## src/hw/rtl/pr_pkg.sv

```systemverilog
package pr_pkg;

  // Parameter defaults
  localparam int unsigned MsgDepthDef  = 4096;
  localparam int unsigned CountBitsDef = 16;

  // Reset value of the capacity register, before clamping to the buffer depth
  localparam int unsigned CapResetVal = 4096;

  // Header layout (byte positions inside a packet)
  localparam int unsigned OffFirst  = 12;
  localparam int unsigned OffLast   = 14;
  localparam int unsigned LenFirst  = 17;
  localparam int unsigned LenLast   = 19;
  localparam int unsigned CsumFirst = 20;
  localparam int unsigned FoldPos   = 20;
  localparam int unsigned ModPos    = 21;
  localparam int unsigned HdrLast   = 23;
  localparam int unsigned HdrLen    = 24;

  localparam logic [23:0] PosMax     = 24'hFF_FFFF;
  localparam logic [31:0] CsumModulo = 32'hFFFF_FFFF;

  // Output queue depth
  localparam int unsigned OutqDepth = 3;

  typedef enum logic [1:0] {
    CmdByte   = 2'd0,
    CmdRead   = 2'd1,
    CmdFinish = 2'd2,
    CmdNop    = 2'd3
  } cmd_e;

  typedef enum logic [2:0] {
    StInProgress = 3'd0,
    StAccepted   = 3'd1,
    StBadCsum    = 3'd2,
    StBadOffset  = 3'd3,
    StShort      = 3'd4
  } status_e;

  // Result leaving the engine, before the memory read data joins it
  typedef struct packed {
    logic [2:0]  status;
    logic        rd_en;
    logic [15:0] count;
    logic [12:0] length;
  } res_t;

  // Complete result transaction
  typedef struct packed {
    logic [2:0]  status;
    logic [7:0]  rdata;
    logic [15:0] count;
    logic [12:0] length;
  } out_t;

  // Byte lane (shift / 8) of header byte pos inside its checksum field
  function automatic logic [2:0] hdr_lane(input logic [4:0] pos);
    logic [2:0] lane;
    lane = 3'd0;
    case (pos)
      5'd0, 5'd5:          lane = 3'd4;
      5'd1, 5'd6:          lane = 3'd3;
      5'd2, 5'd7, 5'd12,
      5'd17:               lane = 3'd2;
      5'd3, 5'd8, 5'd13,
      5'd15, 5'd18:        lane = 3'd1;
      default:             lane = 3'd0;
    endcase
    return lane;
  endfunction

endpackage

```

## src/hw/rtl/pr_out_fifo.sv

```systemverilog
module pr_out_fifo (
  input  logic                                   clk_i,
  input  logic                                   rst_ni,
  input  logic                                   push_i,
  input  pr_pkg::out_t                           push_data_i,
  input  logic                                   pop_i,
  output logic                                   valid_o,
  output pr_pkg::out_t                           head_o,
  output logic [$clog2(pr_pkg::OutqDepth+1)-1:0] level_o
);
  import pr_pkg::*;

  localparam int unsigned PW = $clog2(OutqDepth);
  localparam int unsigned CW = $clog2(OutqDepth + 1);
  localparam logic [PW-1:0] PtrLast = PW'(OutqDepth - 1);

  out_t          entry_q [OutqDepth];
  logic [PW-1:0] wr_ptr_q, wr_ptr_d;
  logic [PW-1:0] rd_ptr_q, rd_ptr_d;
  logic [CW-1:0] count_q, count_d;
  logic          pop;

  assign pop = pop_i && (count_q != '0);

  always_comb begin
    wr_ptr_d = wr_ptr_q;
    rd_ptr_d = rd_ptr_q;
    count_d  = count_q;
    if (push_i) begin
      wr_ptr_d = (wr_ptr_q == PtrLast) ? '0 : wr_ptr_q + 1'b1;
    end
    if (pop) begin
      rd_ptr_d = (rd_ptr_q == PtrLast) ? '0 : rd_ptr_q + 1'b1;
    end
    if (push_i && !pop) begin
      count_d = count_q + 1'b1;
    end else if (pop && !push_i) begin
      count_d = count_q - 1'b1;
    end
  end

  always_ff @(posedge clk_i or negedge rst_ni) begin
    if (!rst_ni) begin
      wr_ptr_q <= '0;
      rd_ptr_q <= '0;
      count_q  <= '0;
    end else begin
      wr_ptr_q <= wr_ptr_d;
      rd_ptr_q <= rd_ptr_d;
      count_q  <= count_d;
    end
  end

  always_ff @(posedge clk_i) begin
    if (push_i) begin
      entry_q[wr_ptr_q] <= push_data_i;
    end
  end

  assign valid_o = (count_q != '0);
  assign head_o  = entry_q[rd_ptr_q];
  assign level_o = count_q;

  a_count_bounded: assert property (@(posedge clk_i) disable iff (!rst_ni)
    count_q <= CW'(OutqDepth))
    else $error("output queue count past depth");

  a_no_overflow: assert property (@(posedge clk_i) disable iff (!rst_ni)
    (push_i && count_q == CW'(OutqDepth)) |-> pop)
    else $error("push into full output queue");

endmodule

```

## config.mk

```make
export PLATFORM = sky130hd
export DESIGN_NAME = pr_out_fifo
export DESIGN_NICKNAME = d
export VERILOG_FILES = /design/src/hw/rtl/pr_pkg.sv /design/src/hw/rtl/pr_out_fifo.sv
export SDC_FILE = /design/constraint.sdc
export NUM_CORES = 1
export LEC_CHECK = 0
export BUFFER_PORTS_ARGS = -buffer_cell sky130_fd_sc_hd__buf_2
export CAP_MARGIN = 20
export CORE_ASPECT_RATIO = 0.7
export CORE_MARGIN = 1.5
export CORE_UTILIZATION = 25
export CTS_BUF_LIST = sky130_fd_sc_hd__clkbuf_8
export CTS_CLUSTER_DIAMETER = 50
export DETAILED_ROUTE_END_ITERATION = 8
export PLACE_DENSITY = 0.42
export SLEW_MARGIN = 20
export SYNTH_ARGS = -nofsm -noshare
export SYNTH_HDL_FRONTEND = slang
export SYNTH_SLANG_ARGS = --single-unit
export TNS_END_PERCENT = 50
```

## constraint.sdc

```tcl
create_clock -name clk_i -period 7.97 [get_ports clk_i]
set_clock_uncertainty 0.05 [all_clocks]
set_input_delay 1.594 -clock clk_i [delete_from_list [all_inputs] [get_ports clk_i]]
set_output_delay 1.594 -clock clk_i [all_outputs]
set_load 0.005 [all_outputs]
```

==> impl_results.md <==
- Status: finished, final reports clean
- Maximum vdd drop: 0.000133 V
- Worst reg-to-reg setup slack: 6.03 ns
- Largest net degree at the start of global routing: 57
- Grt total ovfl: 0
- Fin nets: 421
- Slowest cell on crit path: dfrtp_2
- Synth area leaders: edfxtp_1 76%, mux2i_1 8.4%, o21ai_1 4.3%
- Final setup viols: 0
- Top-area cell type share of the netlist area: 0.756
- Synth unique cells: 21
- Placer Congestion: 0.654
- P_leak: 2.12 nW
- Post-cts sizing count: 0
- Final Hold Viols: 0
- Max FO, Critical Path: 30
- Dpl ws: 4.56 ns
- WHS: 0.473 ns
- WL/cell: 15.1 µm
- Largest family of logic cells by synthesized area: multiplexers
- Non-Filler Instances: 632
- Via density: 4.02
- First DRT Iteration DRCs: 135
- Die Ht: 119 µm
- Clk slew on worst S/H paths: 0.07 ns
- Share of layout cells above drive strength 1: 0.334
- Max-cap violations: 0
- GR Util All Layers: 0.104
- Layout area overhead: 21.9%
- Synth Register Bits: 126
- Placed wire-length estimate: 5880 µm
- Worst skew pair latency: 0.43 ns
- IO buf count: 86
- Synth area leader: edfxtp_1
- Final wirelength: 9530 µm
- Crit share post-route: 0.480
- Fin util: 0.309
- Worst R2R End: entry_q[1][17]
- Post-synthesis mux area share: 0.0840
- Hold Path Stages: 1
- PD cells: 345 nW/µm²
- CTS hold repair buffers: 0
- CTS max path bufs: 2
- Startpoint Class: flip-flop
- Root Buffer: clkbuf_8
- Initial antenna violation count: 2
- Worst path required time: 6.33 ns
- Cell Rows: 42
- YS warnings: 0
- Net count after synthesis: 324
- Cell Chain, Critical Path: buf_4 > mux2i_1 > o21ai_1 > buf_2
- Most frequent cells in the layout: 120 x edfxtp_1, 86 x buf_2, 42 x nand2_1
- Max-slew headroom: 0.547
- Unrepaired setup endpoints after global routing: no
- R2R cell count: 3
- Fill cell count: 1891
- Simple-gate area share of the yosys netlist: 0.0420
- I/O Pins: 87
- Critical setup path kind: flip-flop to primary output
- Remaining DRCs: 0
- Commonest non-fill, non-tap cell in the layout: edfxtp_1
- PnR worst setup slack: 4.14 ns
- Worst hold path startpoint: level_o[1]
- Placed insts: 599
- Die X: 168 µm
- Worst r2r src: wr_ptr_q[0]
- Setup TNS: 0 ns
- Compound-Gate Fraction of Synth Area: 0.0496
- Least-Margin Pin Slew: 0.677 ns
- Max-slew violation count: 0
- Gate Count Post-Synth: 279
- Core Area: 18800 µm²
- Sequential fraction of the synthesis area: 0.787
- CP endpoint kind: primary output
- CTS Buf Count: 17
- Hold EP: level_o[1]
- CTS tree: done
- Min Tclk post-route: 3.83 ns
- Vias in the first global route: 2597
- H-tree depth: 4
- Synth Area in XOR/XNOR: 0.00551
- Worst endpoint data arrival time: 2.18 ns
- Global-route wire length before repair: 14800 µm
- FMAX: 261 MHz
- Syn Area/Cell: 17.1 µm²
- Cell Area, Synth: 4770 µm²
- Post-CTS setup buffer count: 0
- Number of routed nets with antenna violations: 0
- Initial Util: 0.253
- Clk sinks: 126
- Via count: 2540
- Max incr delay on CP: 0.61 ns
- Post-Synth Adder-Cell Area: 0.00262
- TritonRoute pass-1 iters: 4
- Die ar.: 19900 µm²
- Hold WC Path Type: flip-flop to flip-flop
[critical path, delay by kind of cell, from the launching register on]
kind | cells | cell delay, ns
buf+inv | 2 | 0.73
flops | 1 | 0.61
compound gates | 1 | 0.23
mux | 1 | 0.16
[report_power, final]
part | switching, mW | internal [mW] | total, mW
logic | 0.319 | 0.235 | 0.554
clock network | 0.252 | 0.276 | 0.528
registers | 0.0683 | 0.852 | 0.921
total | 0.639 | 1.36 | 2.00
[metrics by stage]
stage / total power, mW / cell area [µm²]
3_5_place_dp: 1.51 / 5430
4_1_cts: 2.05 / 5810
6_report: 2.00 / 5810
5_1_grt: 2.14 / 5810
3_3_place_gp: 1.51 / 5430
2_1_floorplan: 1.30 / 4770
[sequential cells by signal, indices dropped and copies added, names as in the netlist]
register / flops
entry_q: 120
level_o: 2
rd_ptr_q: 2
wr_ptr_q: 2
[metal layers]
layer  vias up  global-route usage  wire (µm)
met5         -                   0         13
met4         2              0.0368        102
met3        12              0.0512        636
met2        65               0.149       4000
met1      1214               0.137       4780
li1       1247                   -          -
[how the worst max path moves through the flow]
stage	startpoint	endpoint	slack, ns	cells after the start
after floorplan	push_i	entry_q[2][0]	2.82	2
after detailed placement	rd_ptr_q[0]	head_o[0]	4.56	4
after CTS	rd_ptr_q[0]	head_o[0]	4.05	4
after global routing	rd_ptr_q[1]	head_o[39]	3.95	4
final	rd_ptr_q[0]	head_o[0]	4.14	4
after global placement	rd_ptr_q[0]	head_o[24]	4.58	4
[cell usage after synthesis]
cell,n
xnor2_1,1
buf_12,4
nor2_1,2
nor3b_1,1
edfxtp_1,120
a21o_1,3
buf_2,8
xor2_1,2
clkbuf_1,1
inv_1,1
mux2i_1,40
nand2b_1,1
nor3_2,1
buf_6,1
o21ai_2,1
nand2_1,42
nor3_1,1
dfrtp_1,6
o21ai_1,41
ha_1,1
or2_2,1
[final cells by class]
cell class,count,area (µm²),share of cell area
sequential,126,3760,0.646
clock buffer,17,234,0.0402
timing repair buffer,92,475,0.0818
clock inverter,15,146,0.0252
inverter,1,3.75,0.000646
multi-input combinational,138,893,0.154
antenna,1,2.50,0.000430
tap,242,303,0.0521
[cells by family (layout without fill, tap and decap cells)]
group           Yosys count  in the layout
flops                   126            126
simple gates             49             49
compound gates           45             45
mux                      40             40
buf+inv                  15            125
xor+xnor                  3              3
fa+ha+maj                 1              1
other cells               0              1
No activity file was read; power rests on OpenSTA's default activity.
