## src/hw/rtl/pr_pkg.sv

```systemverilog
package pr_pkg;

  // Parameter defaults
  localparam int unsigned MsgDepthDef  = 4096;
  localparam int unsigned CountBitsDef = 16;

  // Reset value of the capacity register, before clamping to the buffer depth
  localparam int unsigned CapResetVal = 4096;

  // Header layout (byte positions inside a packet)
  localparam int unsigned OffFirst  = 12;
  localparam int unsigned OffLast   = 14;
  localparam int unsigned LenFirst  = 17;
  localparam int unsigned LenLast   = 19;
  localparam int unsigned CsumFirst = 20;
  localparam int unsigned FoldPos   = 20;
  localparam int unsigned ModPos    = 21;
  localparam int unsigned HdrLast   = 23;
  localparam int unsigned HdrLen    = 24;

  localparam logic [23:0] PosMax     = 24'hFF_FFFF;
  localparam logic [31:0] CsumModulo = 32'hFFFF_FFFF;

  // Output queue depth
  localparam int unsigned OutqDepth = 3;

  typedef enum logic [1:0] {
    CmdByte   = 2'd0,
    CmdRead   = 2'd1,
    CmdFinish = 2'd2,
    CmdNop    = 2'd3
  } cmd_e;

  typedef enum logic [2:0] {
    StInProgress = 3'd0,
    StAccepted   = 3'd1,
    StBadCsum    = 3'd2,
    StBadOffset  = 3'd3,
    StShort      = 3'd4
  } status_e;

  // Result leaving the engine, before the memory read data joins it
  typedef struct packed {
    logic [2:0]  status;
    logic        rd_en;
    logic [15:0] count;
    logic [12:0] length;
  } res_t;

  // Complete result transaction
  typedef struct packed {
    logic [2:0]  status;
    logic [7:0]  rdata;
    logic [15:0] count;
    logic [12:0] length;
  } out_t;

  // Byte lane (shift / 8) of header byte pos inside its checksum field
  function automatic logic [2:0] hdr_lane(input logic [4:0] pos);
    logic [2:0] lane;
    lane = 3'd0;
    case (pos)
      5'd0, 5'd5:          lane = 3'd4;
      5'd1, 5'd6:          lane = 3'd3;
      5'd2, 5'd7, 5'd12,
      5'd17:               lane = 3'd2;
      5'd3, 5'd8, 5'd13,
      5'd15, 5'd18:        lane = 3'd1;
      default:             lane = 3'd0;
    endcase
    return lane;
  endfunction

endpackage

```

## src/hw/rtl/pr_engine.sv

```systemverilog
module pr_engine #(
  parameter int unsigned MSG_DEPTH  = pr_pkg::MsgDepthDef,
  parameter int unsigned COUNT_BITS = pr_pkg::CountBitsDef
) (
  input  logic                         clk_i,
  input  logic                         rst_ni,
  input  logic                         cfg_we_i,
  input  logic [12:0]                  cfg_data_i,
  input  logic                         accept_i,
  input  logic [1:0]                   command_i,
  input  logic [7:0]                   data_byte_i,
  input  logic                         last_byte_i,
  input  logic [11:0]                  read_index_i,
  output logic                         mem_we_o,
  output logic [$clog2(MSG_DEPTH)-1:0] mem_waddr_o,
  output logic [7:0]                   mem_wdata_o,
  output logic                         mem_re_o,
  output logic [$clog2(MSG_DEPTH)-1:0] mem_raddr_o,
  output logic                         s1_valid_o,
  output pr_pkg::res_t                 s1_res_o
);
  import pr_pkg::*;

  localparam int unsigned AW = $clog2(MSG_DEPTH);
  localparam int unsigned CapRst = (MSG_DEPTH < CapResetVal) ? MSG_DEPTH : CapResetVal;
  localparam logic [AW-1:0] CapRstM1 = AW'(CapRst - 1);
  localparam logic [AW-1:0] DepthM1  = AW'(MSG_DEPTH - 1);
  localparam logic [COUNT_BITS-1:0] CntMax = '1;

  // Capacity is kept as (effective capacity - 1), clamped at write time
  logic [AW-1:0]         capm1_q, capm1_d;

  logic [23:0]           pos_q, pos_d;
  logic [41:0]           acc_q, acc_d;
  logic [32:0]           fold_q, fold_d;
  logic [31:0]           mod_q, mod_d;
  logic [23:0]           csum_q, csum_d;
  logic [23:0]           off_q, off_d;
  logic [23:0]           tlen_q, tlen_d;
  logic                  good_q, good_d;
  status_e               verdict_q, verdict_d;
  logic [AW-1:0]         widx_q, widx_d;
  logic [AW-1:0]         hw_q, hw_d;
  logic [COUNT_BITS-1:0] cnt_q, cnt_d;

  logic                  s1_valid_q;
  res_t                  s1_res_q, res_d;

  cmd_e                  cmd;
  status_e               status;
  logic [31:0]           fold_sum;

  always_comb begin
    capm1_d = capm1_q;
    if (cfg_we_i) begin
      if (cfg_data_i == 13'd0) begin
        capm1_d = '0;
      end else if (32'(cfg_data_i) > MSG_DEPTH) begin
        capm1_d = DepthM1;
      end else begin
        capm1_d = AW'(cfg_data_i - 13'd1);
      end
    end
  end

  assign fold_sum    = fold_q[31:0] + 32'(fold_q[32]);
  assign mem_raddr_o = AW'(read_index_i);
  assign mem_waddr_o = widx_q;
  assign mem_wdata_o = data_byte_i;

  always_comb begin
    cmd       = cmd_e'(command_i);
    status    = StInProgress;
    pos_d     = pos_q;
    acc_d     = acc_q;
    fold_d    = fold_q;
    mod_d     = mod_q;
    csum_d    = csum_q;
    off_d     = off_q;
    tlen_d    = tlen_q;
    good_d    = good_q;
    verdict_d = verdict_q;
    widx_d    = widx_q;
    hw_d      = hw_q;
    cnt_d     = cnt_q;
    res_d     = '0;
    mem_we_o  = 1'b0;
    mem_re_o  = 1'b0;

    if (accept_i) begin
      unique case (cmd)
        CmdByte: begin
          if (pos_q < 24'(CsumFirst)) begin
            acc_d = acc_q + (42'(data_byte_i) << {hdr_lane(pos_q[4:0]), 3'b000});
            if (pos_q >= 24'(OffFirst) && pos_q <= 24'(OffLast)) begin
              off_d = {off_q[15:0], data_byte_i};
            end
            if (pos_q >= 24'(LenFirst) && pos_q <= 24'(LenLast)) begin
              tlen_d = {tlen_q[15:0], data_byte_i};
            end
          end else if (pos_q < 24'(HdrLen)) begin
            csum_d = {csum_q[15:0], data_byte_i};
            // end-around fold of the 42-bit sum, spread over two bytes
            if (pos_q == 24'(FoldPos)) begin
              fold_d = {1'b0, acc_q[31:0]} + 33'(acc_q[41:32]);
            end
            if (pos_q == 24'(ModPos)) begin
              mod_d = (fold_sum == CsumModulo) ? 32'd0 : fold_sum;
            end
            if (pos_q == 24'(HdrLast)) begin
              if (mod_q != {csum_q, data_byte_i}) begin
                verdict_d = StBadCsum;
              end else if (off_q > 24'(capm1_q)) begin
                verdict_d = StBadOffset;
              end else begin
                verdict_d = StAccepted;
              end
              good_d = (verdict_d == StAccepted);
              widx_d = AW'(off_q);
            end
          end else if (good_q && pos_q < tlen_q && widx_q < capm1_q) begin
            mem_we_o = 1'b1;
            widx_d   = widx_q + 1'b1;
            if (widx_q > hw_q) begin
              hw_d = widx_q;
            end
          end
          if (pos_q != PosMax) begin
            pos_d = pos_q + 24'd1;
          end
          if (last_byte_i) begin
            status = (pos_q < 24'(HdrLast)) ? StShort : verdict_d;
            if (status == StAccepted && cnt_q != CntMax) begin
              cnt_d = cnt_q + 1'b1;
            end
            res_d.status = status;
            pos_d     = '0;
            acc_d     = '0;
            csum_d    = '0;
            off_d     = '0;
            tlen_d    = '0;
            good_d    = 1'b0;
            verdict_d = StInProgress;
          end
        end
        CmdRead: begin
          mem_re_o    = 1'b1;
          res_d.rd_en = (32'(read_index_i) < MSG_DEPTH);
        end
        CmdFinish: begin
          res_d.count  = 16'(cnt_q);
          res_d.length = 13'(32'(hw_q) + 32'd1);
          cnt_d     = '0;
          hw_d      = '0;
          pos_d     = '0;
          acc_d     = '0;
          csum_d    = '0;
          off_d     = '0;
          tlen_d    = '0;
          good_d    = 1'b0;
          verdict_d = StInProgress;
        end
        CmdNop: begin
        end
      endcase
    end
  end

  always_ff @(posedge clk_i or negedge rst_ni) begin
    if (!rst_ni) begin
      capm1_q    <= CapRstM1;
      pos_q      <= '0;
      acc_q      <= '0;
      csum_q     <= '0;
      off_q      <= '0;
      tlen_q     <= '0;
      good_q     <= 1'b0;
      verdict_q  <= StInProgress;
      widx_q     <= '0;
      hw_q       <= '0;
      cnt_q      <= '0;
      s1_valid_q <= 1'b0;
    end else begin
      capm1_q    <= capm1_d;
      pos_q      <= pos_d;
      acc_q      <= acc_d;
      csum_q     <= csum_d;
      off_q      <= off_d;
      tlen_q     <= tlen_d;
      good_q     <= good_d;
      verdict_q  <= verdict_d;
      widx_q     <= widx_d;
      hw_q       <= hw_d;
      cnt_q      <= cnt_d;
      s1_valid_q <= accept_i;
    end
  end

  always_ff @(posedge clk_i) begin
    fold_q   <= fold_d;
    mod_q    <= mod_d;
    s1_res_q <= res_d;
  end

  assign s1_valid_o = s1_valid_q;
  assign s1_res_o   = s1_res_q;

  a_write_below_cap: assert property (@(posedge clk_i) disable iff (!rst_ni)
    mem_we_o |-> (mem_waddr_o < capm1_q))
    else $error("payload write at or past capacity-1");

  a_good_means_accepted: assert property (@(posedge clk_i) disable iff (!rst_ni)
    good_q |-> (verdict_q == StAccepted))
    else $error("packet marked good without accepted verdict");

endmodule

```

## config.mk

```make
export PLATFORM = sky130hd
export DESIGN_NAME = pr_engine
export DESIGN_NICKNAME = d
export VERILOG_FILES = /design/src/hw/rtl/pr_pkg.sv /design/src/hw/rtl/pr_engine.sv
export SDC_FILE = /design/constraint.sdc
export NUM_CORES = 1
export LEC_CHECK = 0
export BUFFER_PORTS_ARGS = -buffer_cell sky130_fd_sc_hd__buf_2
export CAP_MARGIN = 10
export CORE_AREA = 3 3 226 162
export DETAILED_ROUTE_END_ITERATION = 10
export DIE_AREA = 0 0 229 165
export GPL_TIMING_DRIVEN = 0
export PLACE_DENSITY = 0.7
export SLEW_MARGIN = 20
export SYNTH_ARGS = -nofsm -noshare
export SYNTH_HDL_FRONTEND = slang
export SYNTH_SLANG_ARGS = --single-unit
```

## constraint.sdc

```tcl
create_clock -name clk_i -period 6.4 [get_ports clk_i]
set_input_delay 0 -clock clk_i [delete_from_list [all_inputs] [get_ports clk_i]]
set_output_delay 0 -clock clk_i [all_outputs]
set_load 0.01 [all_outputs]
```

==> impl_metrics.toml <==
[synthesis]
synth_cell_types = 77
ys_seq_area_frac = 0.411
syn_nets = 2225
synth_top_flop_cell = "dfrtp_1"
synth_area_mm2 = 0.0183
synth_top_cells_by_area = "dfrtp_1, edfxtp_1, ha_1, nand2_1, xor2_1"
synth_top_area_frac = 0.251
synth_async_sr_flop_share = 0.666
syn_inst = 2061
yosysTopAreaCell = "dfrtp_1"
ys_ff_latch = 293
syn_avg_cell_area_um2 = 8.86
synth_edf_count = 65
ys_warn_count = 0

[routing]
drc = 0
antenna_left = 0
drt-vias-per-instance = 5.91
drt-initial-drc-count = 1699
routed_wl_um = 54100
routedWlPerCell_um = 19.8
drt_pass1_iterations = 5
vias = 16118

[floorplanning]
num_rows = 57
coreArea_mm2 = 0.0345
die_y_um = 165
die-area_mm2 = 0.0378
die_w_um = 229
io_pins = 108
start_util = 0.529

[timing]
rsz0062_at_grt = "false"
finalCriticalPeriod_ns = 5.76
post-route-period-util = 0.899
whs_ns = 0.0723
setup_viol = 0
hold_viol = 0
worstMarginPinSlew_ns = 1.00
finalSetupTns_ns = 0
setup_ws_ns = 0.643
drv_slew = 0
slew_headroom = 0.327
fmax_mhz = 174
skew_ns = 0.0318

[pwr]
pwr-share-comb = 0.156
power_frac_seq = 0.448
switching_share = 0.285
p_total_mw = 4.61
p_clk_frac = 0.397
p_leak_nw = 9.36
p_int_mw = 3.30
peakVddDrop_mv = 0.221
power_density_mw_per_mm2 = 222
power_switching_mw = 1.31

[placed_design]
routabilityCongestion = 0.924
dp_slack_ns = 0.918
placed_cell_area_mm2 = 0.0194
io_buffers = 95
dpl.cell_count = 2637
dp_hpwl_um = 41000

[final_layout]
syn2layout_area_growth_pct = 14.1
diodes = 0
finish.utilization = 0.603
fin_area_mm2 = 0.0208
final_common_cell = "nand2_1"
final_cell_mix = "nand2_1, nor2_1, dfrtp_1"
nets = 2394
drive_above_1_share = 0.104
fin_cells = 2726

[setup_path]
worstPathRequired_ns = 6.92
r2r_cells = 17
crit_path_start_kind = "register"
cp-end-kind = "register"
path_class = "reg -> reg"
cp_max_fo = 10
arrival_ns = 6.28

[hold_path]
hold_path.class = "in -> reg"
min_path_cells = 3

[status]
outcome = "finished clean"

[grt]
overflow = 0
grt_max_degree = 83
antenna_found_initial = 0
grt_pass1_vias = 14903
track_usage = 0.285
grt_pass1_wl_um = 84800

[cts]
clock_latency_ns = 0.60
clock-sinks = 293
cts-root-buf = "clkbuf_16"
numCtsBuffers = 30
cts-htree-levels = 1
postCtsSetupBuffers = 0
ctsLongestPathBuffers = 3
cts-resized-gates = 0
cts.reportedPaths.clkPinSlew_ns = 0.07
cts_tree = "done"

[run]
drv_cap = 0
## final cells by class
| type | count | area, µm² |
|---|---|---|
| Clock buffer | 46 | 936 |
| Multi-Input combinational cell | 1576 | 9930 |
| Fill cell | 3010 | 13700 |
| Sequential cell | 293 | 7510 |
| Inverter | 86 | 323 |
| Tap cell | 472 | 591 |
| Timing Repair Buffer | 137 | 923 |
| Clock inverter | 10 | 106 |
| Buffer | 106 | 504 |
## registers in the layout, summed over array words and instances, names as in the netlist
| register | count |
|---|---|
| acc_q | 42 |
| fold_q | 33 |
| s1_res_o | 33 |
| mod_q | 32 |
| csum_q | 24 |
| off_q | 24 |
| pos_q | 24 |
| tlen_q | 24 |
| cnt_q | 16 |
| capm1_q | 12 |
| hw_q | 12 |
| mem_waddr_o | 12 |
| verdict_q | 3 |
| good_q | 1 |
| s1_valid_o | 1 |
## Yosys cell counts, types with 6 or more instances
master and instances:
buf_4 22, inv_1 86, and3_1 43, nor4_1 23
or3_1 6, o21ai_0 154, or2_2 10, ha_1 122
nand3_1 85, buf_2 7, dfrtp_1 183, xnor2_1 73
nand4_1 35, nor3_1 39, a31o_2 7, nor2_1 193
a21o_1 45, o31ai_1 32, nand2_1 302, o21bai_1 6
dfxtp_1 33, dfstp_2 12, edfxtp_1 65, mux2i_1 14
nor2b_1 19, xor2_1 97, o211ai_1 15, a211oi_1 10
and4_1 10, and2_1 26, clkbuf_1 72, nand2b_1 15
a21oi_1 78, o22ai_1 15, a31oi_1 19
## cell families after synthesis
kind of cell,after synthesis,share of synthesized area
buffers and inverters,192,0.0453
multiplexers,16,0.00891
XOR/XNOR,170,0.0816
AO/OA/AOI/OAI,435,0.149
adder cells (fa/ha/maj),127,0.0875
AND/OR/NAND/NOR,828,0.216
flip-flops,293,0.411
## repair_timing
action | CTS | global route
endpoints found under the setup margin | 0 | 0
hold buffers | 33 | 0
endpoints found under the hold margin | 221 | 0
## final timing paths
path                                 from           to  slack [ns]
setup / recovery                 pos_q[3]    acc_q[40]        0.64
hold / removal             data_byte_i[6]     off_q[6]        0.07
setup reg to reg                 pos_q[3]    acc_q[40]        0.64
hold reg to reg                tlen_q[19]   tlen_q[19]        0.48
max in group asynchronous          rst_ni  capm1_q[10]        5.40
min in group asynchronous          rst_ni   csum_q[19]        0.52
## layer usage
layer / GRT usage / routed length, µm / vias up
met5: 0.0117 / 57 / -
met4: 0.0678 / 1240 / 2
met3: 0.0850 / 5890 / 89
met2: 0.400 / 21400 / 722
met1: 0.429 / 25500 / 7699
li1: - / - / 7606
## critical path, cell delays in order, from the launching register on
cell and delay (ns):
dfrtp_1 0.42, clkbuf_1 0.36, nor2_1 0.18, o21ai_0 0.32
a31oi_1 0.15, a31oi_1 0.59, nand2_1 0.26, nor2_1 0.17
ha_1 0.23, clkbuf_1 0.22, a2111oi_0 0.48, a32oi_1 0.28
nor4_1 0.52, nor2_1 0.16, a31oi_1 0.44, o21ai_0 0.33
or4_1 0.48, nand3_1 0.10
## power groups by stage
stage / clock (mW) / combinational, mW / sequential (mW)
after floorplan: 0 / 0.457 / 2.07
after global placement: 0 / 0.653 / 2.10
after detailed placement: 0 / 0.681 / 2.10
after CTS: 1.85 / 0.704 / 2.06
after global routing: 1.94 / 0.804 / 2.07
final: 1.83 / 0.717 / 2.07
Note: power is estimated with default switching activity, not from simulation.
